===== config.mk =====
export PLATFORM = sky130hd
export DESIGN_NAME = postfix_expression_evaluator_top_flat
export DESIGN_NICKNAME = d
export VERILOG_FILES = /design/src/pee_pkg.sv /design/src/pee_if.sv /design/src/pee_alu.sv /design/src/pee_div.sv /design/src/postfix_expression_evaluator_top.sv /design/src/flat_wrapper.sv
export SDC_FILE = /design/constraint.sdc
export NUM_CORES = 1
export LEC_CHECK = 0
export BUFFER_PORTS_ARGS = -buffer_cell sky130_fd_sc_hd__buf_2
export CAP_MARGIN = 20
export CORE_UTILIZATION = 23
export CTS_BUF_LIST = sky130_fd_sc_hd__clkbuf_16
export DETAILED_ROUTE_END_ITERATION = 16
export PLACE_DENSITY = 0.49
export REMOVE_ABC_BUFFERS = 1
export SYNTH_ARGS = -nofsm -noshare
export SYNTH_HDL_FRONTEND = slang
export SYNTH_HIERARCHICAL = 1
export SYNTH_SLANG_ARGS = --single-unit

===== constraint.sdc =====
create_clock -name clk -period 7 [get_ports clk]
set_input_delay 1.05 -clock clk [delete_from_list [all_inputs] [get_ports clk]]
set_output_delay 1.05 -clock clk [all_outputs]
set_load 0.03 [all_outputs]

===== src/pee_pkg.sv =====
// Shared types, opcodes and status codes of the postfix expression evaluator.
`default_nettype none

package pee_pkg;

  localparam int VAL_W = 16;
  localparam int OP_W  = 4;
  localparam int ST_W  = 3;

  localparam logic [OP_W-1:0] OP_PUSH = 4'd0;
  localparam logic [OP_W-1:0] OP_MUL  = 4'd1;
  localparam logic [OP_W-1:0] OP_DIV  = 4'd2;
  localparam logic [OP_W-1:0] OP_ADD  = 4'd3;
  localparam logic [OP_W-1:0] OP_SUB  = 4'd4;
  localparam logic [OP_W-1:0] OP_AND  = 4'd5;
  localparam logic [OP_W-1:0] OP_OR   = 4'd6;
  localparam logic [OP_W-1:0] OP_XOR  = 4'd7;
  localparam logic [OP_W-1:0] OP_SHL  = 4'd8;
  localparam logic [OP_W-1:0] OP_SHR  = 4'd9;
  localparam logic [OP_W-1:0] OP_NOT  = 4'd10;
  localparam logic [OP_W-1:0] OP_NEG  = 4'd11;

  localparam logic [ST_W-1:0] ST_OK    = 3'd0;
  localparam logic [ST_W-1:0] ST_UNDER = 3'd1;
  localparam logic [ST_W-1:0] ST_OVER  = 3'd2;
  localparam logic [ST_W-1:0] ST_DIVZ  = 3'd3;
  localparam logic [ST_W-1:0] ST_COUNT = 3'd4;

  typedef struct packed {
    logic             full;
    logic [VAL_W-1:0] value;
  } entry_t;

  typedef struct packed {
    logic [OP_W-1:0]  op;
    logic [VAL_W-1:0] value;
    logic             full_req;
    logic             last;
  } token_t;

endpackage

`default_nettype wire


===== src/pee_if.sv =====
// Token and result channel interfaces of the postfix expression evaluator.
`default_nettype none

interface pee_in_if;
  logic                      valid;
  logic                      ready;
  logic [pee_pkg::OP_W-1:0]  op;
  logic [pee_pkg::VAL_W-1:0] value;
  logic                      full_req;
  logic                      last;

  modport source (output valid, input ready, output op, output value, output full_req,
                  output last);
  modport sink   (input valid, output ready, input op, input value, input full_req,
                  input last);
endinterface

interface pee_out_if;
  logic                      valid;
  logic                      ready;
  logic [pee_pkg::VAL_W-1:0] result;
  logic                      result_full;
  logic [pee_pkg::ST_W-1:0]  status;

  modport source (output valid, input ready, output result, output result_full,
                  output status);
  modport sink   (input valid, output ready, input result, input result_full,
                  input status);
endinterface

`default_nettype wire


===== src/pee_alu.sv =====
// Combinational arithmetic and logic unit for all operators except divide.
`default_nettype none

module pee_alu (
  input  logic [pee_pkg::OP_W-1:0] op_i,
  input  pee_pkg::entry_t          a_i,
  input  pee_pkg::entry_t          b_i,
  output pee_pkg::entry_t          res_o
);
  import pee_pkg::*;

  logic [2*VAL_W-1:0] prod;
  logic               wide_shift;
  logic [VAL_W-1:0]   r;

  assign prod       = a_i.value * b_i.value;
  assign wide_shift = |b_i.value[VAL_W-1:4];

  always_comb begin
    r          = '0;
    res_o.full = a_i.full | b_i.full;
    case (op_i)
      OP_MUL: r = prod[VAL_W-1:0];
      OP_ADD: r = a_i.value + b_i.value;
      OP_SUB: r = a_i.value - b_i.value;
      OP_AND: r = a_i.value & b_i.value;
      OP_OR:  r = a_i.value | b_i.value;
      OP_XOR: r = a_i.value ^ b_i.value;
      OP_SHL: r = wide_shift ? '0 : (a_i.value << b_i.value[3:0]);
      OP_SHR: r = wide_shift ? '0 : (a_i.value >> b_i.value[3:0]);
      OP_NOT, OP_NEG: begin
        // unary operators work on the top entry and keep its flag
        r          = (op_i == OP_NOT) ? ~b_i.value : (VAL_W'(0) - b_i.value);
        res_o.full = b_i.full;
        if (!b_i.full) begin
          r = {8'h00, r[7:0]};
        end
      end
      default: r = '0;
    endcase
    res_o.value = r;
  end

endmodule

`default_nettype wire


===== src/pee_div.sv =====
// Restoring divider, one quotient bit per cycle.
`default_nettype none

module pee_div (
  input  logic                       clk,
  input  logic                       rst_n,
  input  logic                       start_i,
  input  logic [pee_pkg::VAL_W-1:0]  dividend_i,
  input  logic [pee_pkg::VAL_W-1:0]  divisor_i,
  output logic                       done_o,
  output logic [pee_pkg::VAL_W-1:0]  quotient_o
);
  import pee_pkg::*;

  localparam int CW = $clog2(VAL_W + 1);

  logic [CW-1:0]    cnt_r, cnt_nxt;
  logic [VAL_W-1:0] rem_r, rem_nxt;
  logic [VAL_W-1:0] quo_r, quo_nxt;
  logic [VAL_W-1:0] dsr_r;
  logic [VAL_W+1:0] diff;
  logic             ge;

  assign diff    = {1'b0, rem_r, quo_r[VAL_W-1]} - {2'b00, dsr_r};
  assign ge      = ~diff[VAL_W+1];
  assign rem_nxt = ge ? diff[VAL_W-1:0] : {rem_r[VAL_W-2:0], quo_r[VAL_W-1]};
  assign quo_nxt = {quo_r[VAL_W-2:0], ge};

  always_comb begin
    cnt_nxt = cnt_r;
    if (start_i) begin
      cnt_nxt = CW'(VAL_W);
    end else if (cnt_r != '0) begin
      cnt_nxt = cnt_r - CW'(1);
    end
  end

  // last step completes at the edge where the count leaves one
  assign done_o     = (cnt_r == CW'(1));
  assign quotient_o = quo_nxt;

  always_ff @(posedge clk) begin
    if (start_i) begin
      rem_r <= '0;
      quo_r <= dividend_i;
      dsr_r <= divisor_i;
    end else if (cnt_r != '0) begin
      rem_r <= rem_nxt;
      quo_r <= quo_nxt;
    end
    if (!rst_n) begin
      cnt_r <= '0;
    end else begin
      cnt_r <= cnt_nxt;
    end
  end

endmodule

`default_nettype wire


===== src/postfix_expression_evaluator_top.sv =====
// Top level of the postfix expression evaluator: sequencer, stack memory and result register.
//
//  channel | dir | handshake     | payload
//  --------+-----+---------------+----------------------------------
//  in_ch   | in  | valid / ready | op, value, full_req, last
//  out_ch  | out | valid / ready | result, result_full, status
//
// A token passes through the accept, stack read, execute and finish steps; a divide
// also waits in the divide step, where the divider retires one quotient bit per cycle.
// A last token waits in the finish step until the result register is free.
// Reset is synchronous and clears the sequencer, stack pointer, error code and output valid.
// in_ch.ready is high only while the sequencer is idle.
`default_nettype none

module postfix_expression_evaluator_top #(
  parameter int STACK_DEPTH = 16
) (
  input  logic     clk,
  input  logic     rst_n,
  pee_in_if.sink   in_ch,
  pee_out_if.source out_ch
);
  import pee_pkg::*;

  localparam int PW = $clog2(STACK_DEPTH + 1);
  localparam int AW = $clog2(STACK_DEPTH);

  typedef enum logic [2:0] {
    S_IDLE,
    S_READ,
    S_EXEC,
    S_DIV,
    S_FIN
  } state_t;

  state_t           state_r, state_nxt;
  logic [PW-1:0]    sp_r, sp_nxt;
  logic [ST_W-1:0]  err_r, err_nxt;
  token_t           tok_r, tok_nxt;
  entry_t           top_r, top_nxt;
  entry_t           rd_r;
  logic             out_valid_r, out_valid_nxt;
  logic [VAL_W-1:0] out_result_r, out_result_nxt;
  logic             out_full_r, out_full_nxt;
  logic [ST_W-1:0]  out_status_r, out_status_nxt;

  entry_t           stack_mem [STACK_DEPTH];
  logic             mem_we;
  logic [AW-1:0]    mem_waddr;
  entry_t           mem_wdata;
  logic [PW-1:0]    sp_m1, sp_m2;
  logic [AW-1:0]    rd_addr;

  entry_t           alu_res;
  logic             div_start;
  logic             div_done;
  logic [VAL_W-1:0] div_quo;
  logic             out_free;
  logic [ST_W-1:0]  fin_status;

  assign sp_m1   = sp_r - PW'(1);
  assign sp_m2   = sp_r - PW'(2);
  assign rd_addr = sp_m2[AW-1:0];

  pee_alu u_alu (
    .op_i  (tok_r.op),
    .a_i   (rd_r),
    .b_i   (top_r),
    .res_o (alu_res)
  );

  pee_div u_div (
    .clk        (clk),
    .rst_n      (rst_n),
    .start_i    (div_start),
    .dividend_i (rd_r.value),
    .divisor_i  (top_r.value),
    .done_o     (div_done),
    .quotient_o (div_quo)
  );

  // second entry from the top; the top itself is held in top_r
  always_ff @(posedge clk) begin
    if (mem_we) begin
      stack_mem[mem_waddr] <= mem_wdata;
    end
    rd_r <= stack_mem[rd_addr];
  end

  assign in_ch.ready = (state_r == S_IDLE);
  assign out_free    = ~out_valid_r | out_ch.ready;
  assign fin_status  = (err_r != ST_OK) ? err_r :
                       ((sp_r != PW'(1)) ? ST_COUNT : ST_OK);

  always_comb begin
    state_nxt      = state_r;
    sp_nxt         = sp_r;
    err_nxt        = err_r;
    tok_nxt        = tok_r;
    top_nxt        = top_r;
    out_valid_nxt  = out_valid_r & ~out_ch.ready;
    out_result_nxt = out_result_r;
    out_full_nxt   = out_full_r;
    out_status_nxt = out_status_r;
    mem_we         = 1'b0;
    mem_waddr      = sp_m2[AW-1:0];
    mem_wdata      = alu_res;
    div_start      = 1'b0;

    case (state_r)
      S_IDLE: begin
        if (in_ch.valid) begin
          tok_nxt   = '{op: in_ch.op, value: in_ch.value, full_req: in_ch.full_req,
                        last: in_ch.last};
          state_nxt = S_READ;
        end
      end
      S_READ: state_nxt = S_EXEC;
      S_EXEC: begin
        state_nxt = S_FIN;
        if (err_r == ST_OK) begin
          case (tok_r.op)
            OP_PUSH: begin
              if (sp_r == PW'(STACK_DEPTH)) begin
                err_nxt = ST_OVER;
              end else begin
                mem_we    = 1'b1;
                mem_waddr = sp_r[AW-1:0];
                mem_wdata = '{full: tok_r.full_req, value: tok_r.value};
                top_nxt   = mem_wdata;
                sp_nxt    = sp_r + PW'(1);
              end
            end
            OP_NOT, OP_NEG: begin
              if (sp_r == '0) begin
                err_nxt = ST_UNDER;
              end else begin
                mem_we    = 1'b1;
                mem_waddr = sp_m1[AW-1:0];
                top_nxt   = alu_res;
              end
            end
            OP_DIV: begin
              if (sp_r < PW'(2)) begin
                err_nxt = ST_UNDER;
              end else if (top_r.value == '0) begin
                err_nxt = ST_DIVZ;
              end else begin
                div_start = 1'b1;
                state_nxt = S_DIV;
              end
            end
            OP_MUL, OP_ADD, OP_SUB, OP_AND, OP_OR, OP_XOR, OP_SHL, OP_SHR: begin
              if (sp_r < PW'(2)) begin
                err_nxt = ST_UNDER;
              end else begin
                mem_we  = 1'b1;
                top_nxt = alu_res;
                sp_nxt  = sp_m1;
              end
            end
            default: ;
          endcase
        end
      end
      S_DIV: begin
        if (div_done) begin
          mem_we    = 1'b1;
          mem_wdata = '{full: rd_r.full | top_r.full, value: div_quo};
          top_nxt   = mem_wdata;
          sp_nxt    = sp_m1;
          state_nxt = S_FIN;
        end
      end
      S_FIN: begin
        if (!tok_r.last) begin
          state_nxt = S_IDLE;
        end else if (out_free) begin
          // emit, then clear the stack for the next expression
          out_valid_nxt  = 1'b1;
          out_status_nxt = fin_status;
          out_result_nxt = (fin_status == ST_OK) ? top_r.value : '0;
          out_full_nxt   = (fin_status == ST_OK) ? top_r.full : 1'b0;
          sp_nxt         = '0;
          err_nxt        = ST_OK;
          state_nxt      = S_IDLE;
        end
      end
      default: state_nxt = S_IDLE;
    endcase
  end

  always_ff @(posedge clk) begin
    tok_r        <= tok_nxt;
    top_r        <= top_nxt;
    out_result_r <= out_result_nxt;
    out_full_r   <= out_full_nxt;
    out_status_r <= out_status_nxt;
    if (!rst_n) begin
      state_r     <= S_IDLE;
      sp_r        <= '0;
      err_r       <= ST_OK;
      out_valid_r <= 1'b0;
    end else begin
      state_r     <= state_nxt;
      sp_r        <= sp_nxt;
      err_r       <= err_nxt;
      out_valid_r <= out_valid_nxt;
    end
  end

  assign out_ch.valid       = out_valid_r;
  assign out_ch.result      = out_result_r;
  assign out_ch.result_full = out_full_r;
  assign out_ch.status      = out_status_r;

`ifndef ASSERT_OFF
  a_sp_bound: assert property (@(posedge clk) disable iff (!rst_n)
    sp_r <= PW'(STACK_DEPTH))
    else $error("stack pointer beyond stack depth");

  a_err_result_zero: assert property (@(posedge clk) disable iff (!rst_n)
    (out_ch.valid && out_ch.status != ST_OK) |-> (out_ch.result == '0 && !out_ch.result_full))
    else $error("failed expression carries a nonzero result");

  a_clear_after_emit: assert property (@(posedge clk) disable iff (!rst_n)
    (state_r == S_FIN && tok_r.last && out_free) |=> (sp_r == '0 && err_r == ST_OK
      && out_ch.valid))
    else $error("stack not cleared after result transfer");

  a_div_in_div_state: assert property (@(posedge clk) disable iff (!rst_n)
    div_done |-> state_r == S_DIV)
    else $error("divider finished outside divide step");
`endif

endmodule

`default_nettype wire


===== src/flat_wrapper.sv =====
// flat-port wrapper written by rule: the top's interface ports become plain ports
module postfix_expression_evaluator_top_flat import pee_pkg::*;
#(
  parameter int STACK_DEPTH = 16
)
  (clk, rst_n, in_ch_valid, in_ch_ready, in_ch_op, in_ch_value, in_ch_full_req, in_ch_last, out_ch_valid, out_ch_ready, out_ch_result, out_ch_result_full, out_ch_status);
  pee_in_if in_ch_i ();
  pee_out_if out_ch_i ();
  input  logic clk;
  input  logic rst_n;
  input wire logic [$bits(in_ch_i.valid)-1:0] in_ch_valid;
  output wire logic [$bits(in_ch_i.ready)-1:0] in_ch_ready;
  input wire logic [$bits(in_ch_i.op)-1:0] in_ch_op;
  input wire logic [$bits(in_ch_i.value)-1:0] in_ch_value;
  input wire logic [$bits(in_ch_i.full_req)-1:0] in_ch_full_req;
  input wire logic [$bits(in_ch_i.last)-1:0] in_ch_last;
  output wire logic [$bits(out_ch_i.valid)-1:0] out_ch_valid;
  input wire logic [$bits(out_ch_i.ready)-1:0] out_ch_ready;
  output wire logic [$bits(out_ch_i.result)-1:0] out_ch_result;
  output wire logic [$bits(out_ch_i.result_full)-1:0] out_ch_result_full;
  output wire logic [$bits(out_ch_i.status)-1:0] out_ch_status;
  assign in_ch_i.valid = in_ch_valid;
  assign in_ch_ready = in_ch_i.ready;
  assign in_ch_i.op = in_ch_op;
  assign in_ch_i.value = in_ch_value;
  assign in_ch_i.full_req = in_ch_full_req;
  assign in_ch_i.last = in_ch_last;
  assign out_ch_valid = out_ch_i.valid;
  assign out_ch_i.ready = out_ch_ready;
  assign out_ch_result = out_ch_i.result;
  assign out_ch_result_full = out_ch_i.result_full;
  assign out_ch_status = out_ch_i.status;
  postfix_expression_evaluator_top #(.STACK_DEPTH(STACK_DEPTH)) u_core (.clk(clk), .rst_n(rst_n), .in_ch(in_ch_i), .out_ch(out_ch_i));
endmodule

==> parameters.txt <==
Parameter                              Value

Worst setup path
  Startpoint-to-endpoint class of the critical path    flop to flop
  Cells on worst reg2reg path    22
  Critical Path End    u_core/stack_mem[10][13]$_DFFE_PP_
  Launching element of the worst setup path    u_core/top_r[6]$_DFFE_PP_
  Crit path required time    7230 ps
  Crit path depth    22
  Largest stage delay, worst path    about 560 ps
  Critical R2R Capture    u_core/stack_mem[10][13]$_DFFE_PP_
  Cell type of the slowest stage on the worst timing path    sky130_fd_sc_hd__fa_1
  Cell class contributing the biggest share of worst-path delay    adder cells
  Cell-by-cell listing of the critical path    inv_1 > nor2_1 > fa_1 > inv_1 > fa_1 > fa_1 > fa_1 > inv_1 > fa_1 > inv_1 > fa_1 > inv_1 > ha_1 > nand3_1 > nand2_1 > a41oi_1 > buf_4 > nor2b_1 > xor2_1 > o221ai_1 > a222oi_1 > inv_1
  Kind of end point of the critical path    flop
  Buf/Inv on CP    7
  Slack of the worst reg-to-reg path    320 ps
  Largest fanout of any net on the critical path    16
  Crit path launch type    flop
  Startpoint of the lowest-slack register-to-register path    u_core/top_r[6]$_DFFE_PP_
  CP arrival    6920 ps

Layout
  Utilization after layout    26.6%
  Total of fill cells in the finished design    11436
  Layout cell share with drive strength beyond 1    about a fifth
  Layout area overhead    14.6%
  Final nets    2408
  Diodes inserted    0

Timing
  Setup TNS    0 ps
  Top achievable clock speed    150 MHz
  Post-layout min period    6680 ps
  Maximum clock skew at final layout    54.7 ps
  Relative max-transition margin    29.0%
  Unrepaired setup endpoints after global routing    false
  Share of the clock period used by the worst path    95.5%
  Total of endpoints with negative setup slack in the final report    0
  Pins over their slew limit    0
  Transition time at the pin with the least slew margin    1060 ps
  Final count of hold timing violations    0

CTS
  Buffers from clock root to sink, at most    3
  Number of buffers inserted during clock tree synthesis    48
  Clock tree from TritonCTS    built
  Hold-fix buffer count after cts    0
  Clock insertion delay at the later pin of the skew report    a little over 600 ps
  Clock root buffer master    sky130_fd_sc_hd__clkbuf_16
  H-tree depth reported by CTS    2
  Clk pin slew, worst setup/hold paths    70 ps
  Number of sinks driven by the clock tree    412

Drt
  Vias post-DR    17161
  Via-to-Cell Ratio    about 4.7
  Total iterations of the first detailed-routing run    8
  Average wire per cell in the routed design    roughly 22 µm
  Routed WL    79000 µm
  Residual antenna-violating net count after detailed routing    0
  DRC marker count from the first detailed-route iteration    1513
  DRC violations left    0

Synth
  Sequential-to-total area share from yosys stat    46.9%
  Warning count from the yosys run    6
  Count of cell types in the netlist    104
  Post-synth EDFFs    363
  Post-synthesis register bit count    412
  Synth Flop Type    sky130_fd_sc_hd__edfxtp_1
  Post-synth design cell area    between 0.02 and 0.03 mm²
  Avg Cell Area, Syn    12.0 µm²
  Async SR Flop Fraction    0%
  Number of instances in the synthesized netlist    2111

Global route
  Vias in the first global route    17244
  Maximum number of pins on one net before global-route repair    64
  Number of antenna violations at the first check in global routing    1
  First-pass GRT wire length    117000 µm
  Global-route usage over all layers    between 10 and 15%
  Leftover overflow at the end of global routing    0

Die
  Die height    334 µm
  Std-Cell Core Area    0.109 mm²
  Boundary pin count    between 40 and 50
  Number of rows in the core area    121
  Effective utilization at floorplan    23.2%
  Horiz. Die Dim    334 µm
  Die Area    0.111 mm²

Min path
  Worst hold path startpoint    u_core/err_r[0]$_SDFFE_PN0P_
  Type of the tightest min-delay check    flop to flop

Power
  Max VDD drop    0.000546 V
  Overall power consumption    between 15 and 20 mW
  Leakage    roughly 11 nW
  Pwr Density    between 500 and 600 mW/mm²

Run
  Max-capacitance violation count    0

Placed design
  Number of buffers added on ports    47
  Placer's final routability congestion estimate    a little under 1
  Sum of net half-perimeters after detailed placement    56100 µm

Outcome
  Status    complete, no violations
==> synthesized netlist by cell type (all sizes together), types with 6 or more instances <==
master / n / area, µm²
a211o: 7 / 70.1
a211oi: 16 / 145
o21a: 8 / 60.1
buf: 78 / 524
a222oi: 16 / 160
dfxtp: 49 / 981
fa: 82 / 1640
nor2b: 8 / 50.1
mux2i: 43 / 430
clkbuf: 50 / 228
nand3b: 6 / 57.6
o211ai: 10 / 80.1
nor3b: 7 / 52.6
mux2: 32 / 360
nor4: 7 / 73.8
and2: 28 / 179
nor3: 37 / 205
a21o: 15 / 116
nand3: 40 / 215
nand4: 9 / 56.3
a221oi: 18 / 170
a221o: 7 / 71.3
o22ai: 7 / 43.8
a21oi: 86 / 442
o21ai: 89 / 449
xnor2: 75 / 657
a31oi: 18 / 134
nor2: 192 / 723
nand2b: 21 / 139
mux4: 86 / 1940
edfxtp: 363 / 10900
o221ai: 9 / 78.8
a311oi: 15 / 138
and3: 10 / 65.1
or3: 7 / 46.3
inv: 201 / 754
ha: 124 / 1550
xor2: 20 / 183
nand2: 152 / 581
==> per-layer routing <==
layer / share of wire [%] / vias up / GRT usage, %
met3: 5.4 / 125 / 2.12
met4: 3.3 / 0 / 4.68
met1: 45 / 8684 / 19.0
li1: - / 7805 / -
met2: 47 / 547 / 22.9
met5: 0 / - / 0
==> per-stage QoR <==
step / instances / hold WS, ps / area, µm² / setup WS [ps]
after detailed placement: 3534 / 475 / 27300 / 293
after global routing: 3627 / 526 / 29000 / 16.1
after floorplan: 1982 / 445 / 24500 / -60.9
after CTS: 3621 / 486 / 29000 / 232
after global placement: 3534 / 476 / 27300 / 349
final: 3627 / 486 / 29000 / 315
==> cell usage in the layout (no fill, tap or decap), drive strengths merged, types with 18 or more instances in the layout <==
| cell | instances |
|---|---|
| xor2 | 20 |
| clkbuf | 48 |
| dfxtp | 49 |
| nor2 | 192 |
| buf | 144 |
| nand2 | 152 |
| nand2b | 21 |
| xnor2 | 75 |
| mux4 | 86 |
| o21ai | 89 |
| a221oi | 18 |
| mux2i | 43 |
| a31oi | 18 |
| mux2 | 32 |
| and2 | 28 |
| edfxtp | 363 |
| ha | 124 |
| nand3 | 40 |
| a21oi | 86 |
| inv | 211 |
| clkinv | 23 |
| nor3 | 37 |
| fa | 82 |
==> how the worst min path moves through the flow <==
stage / to / slack (ps) / cells after the start
after global routing: u_core/out_ch.status[0]$_DFFE_PP_ / 530 / 0
after global placement: u_core/out_ch.status[0]$_DFFE_PP_ / 480 / 0
after detailed placement: u_core/out_ch.status[0]$_DFFE_PP_ / 470 / 0
after CTS: u_core/out_ch.status[0]$_DFFE_PP_ / 490 / 0
final: u_core/out_ch.status[0]$_DFFE_PP_ / 490 / 0
after floorplan: u_core/out_ch.status[0]$_DFFE_PP_ / 450 / 0
==> timing repair <==
| item | in CTS | in global routing |
|---|---|---|
| resized for setup | 0 | 2 |
| setup endpoints to repair | 0 | 32 |
| setup buffers | 0 | 6 |
==> power breakdown <==
group | internal [mW] | switching [mW] | leakage, nW
combinational | 3.64 | 5.65 | 6.09
clock | 1.52 | 1.06 | 0.814
sequential | 3.28 | 0.257 | 3.77
==> registers in the layout, summed over array words and instances (netlist names) <==
| register | cells |
|---|---|
| u_core/err_r | 2 |
| u_core/out_ch.result | 16 |
| u_core/out_ch.result_full | 1 |
| u_core/out_ch.status | 3 |
| u_core/out_ch.valid | 1 |
| u_core/rd_r | 17 |
| u_core/sp_r | 5 |
| u_core/stack_mem | 272 |
| u_core/state_r | 3 |
| u_core/tok_r | 22 |
| u_core/top_r | 17 |
| u_core/u_div/cnt_r | 5 |
| u_core/u_div/dsr_r | 16 |
| u_core/u_div/quo_r | 16 |
| u_core/u_div/rem_r | 16 |
==> worst reg2reg max path, stage by stage, from the launching register on <==
cell and delay [ps]:
sky130_fd_sc_hd__edfxtp_1 490, sky130_fd_sc_hd__inv_1 220, sky130_fd_sc_hd__nor2_1 100, sky130_fd_sc_hd__fa_1 530, sky130_fd_sc_hd__inv_1 60, sky130_fd_sc_hd__fa_1 560
sky130_fd_sc_hd__fa_1 430, sky130_fd_sc_hd__fa_1 490, sky130_fd_sc_hd__inv_1 50, sky130_fd_sc_hd__fa_1 520, sky130_fd_sc_hd__inv_1 50, sky130_fd_sc_hd__fa_1 520
sky130_fd_sc_hd__inv_1 40, sky130_fd_sc_hd__ha_1 360, sky130_fd_sc_hd__nand3_1 110, sky130_fd_sc_hd__nand2_1 50, sky130_fd_sc_hd__a41oi_1 190, sky130_fd_sc_hd__buf_4 190
sky130_fd_sc_hd__nor2b_1 160, sky130_fd_sc_hd__xor2_1 200, sky130_fd_sc_hd__o221ai_1 190, sky130_fd_sc_hd__a222oi_1 480, sky130_fd_sc_hd__inv_1 320
==> cells by family (layout without fill, tap and decap cells) <==
group / Yosys count / after routing / share of synthesized area, %
AO/OA/AOI/OAI: 365 / 365 / 10.2
XOR/XNOR: 95 / 95 / 3.32
adder cells (fa/ha/maj): 206 / 206 / 12.6
buffers and inverters: 335 / 437 / 6.07
flip-flops: 412 / 412 / 46.9
multiplexers: 161 / 161 / 10.8
AND/OR/NAND/NOR: 537 / 537 / 10.1
==> cell type report <==
class	instances	area [µm²]	share of cell area [%]
multi-input cells	1364	12000	41.3
flip-flops and latches	412	11900	41.0
well taps	1414	1770	6.10
clock buffers	48	1200	4.14
repair buffers	144	963	3.32
inverters	206	773	2.67
clock inverters	39	425	1.47
No activity file was read; power rests on OpenSTA's default activity.
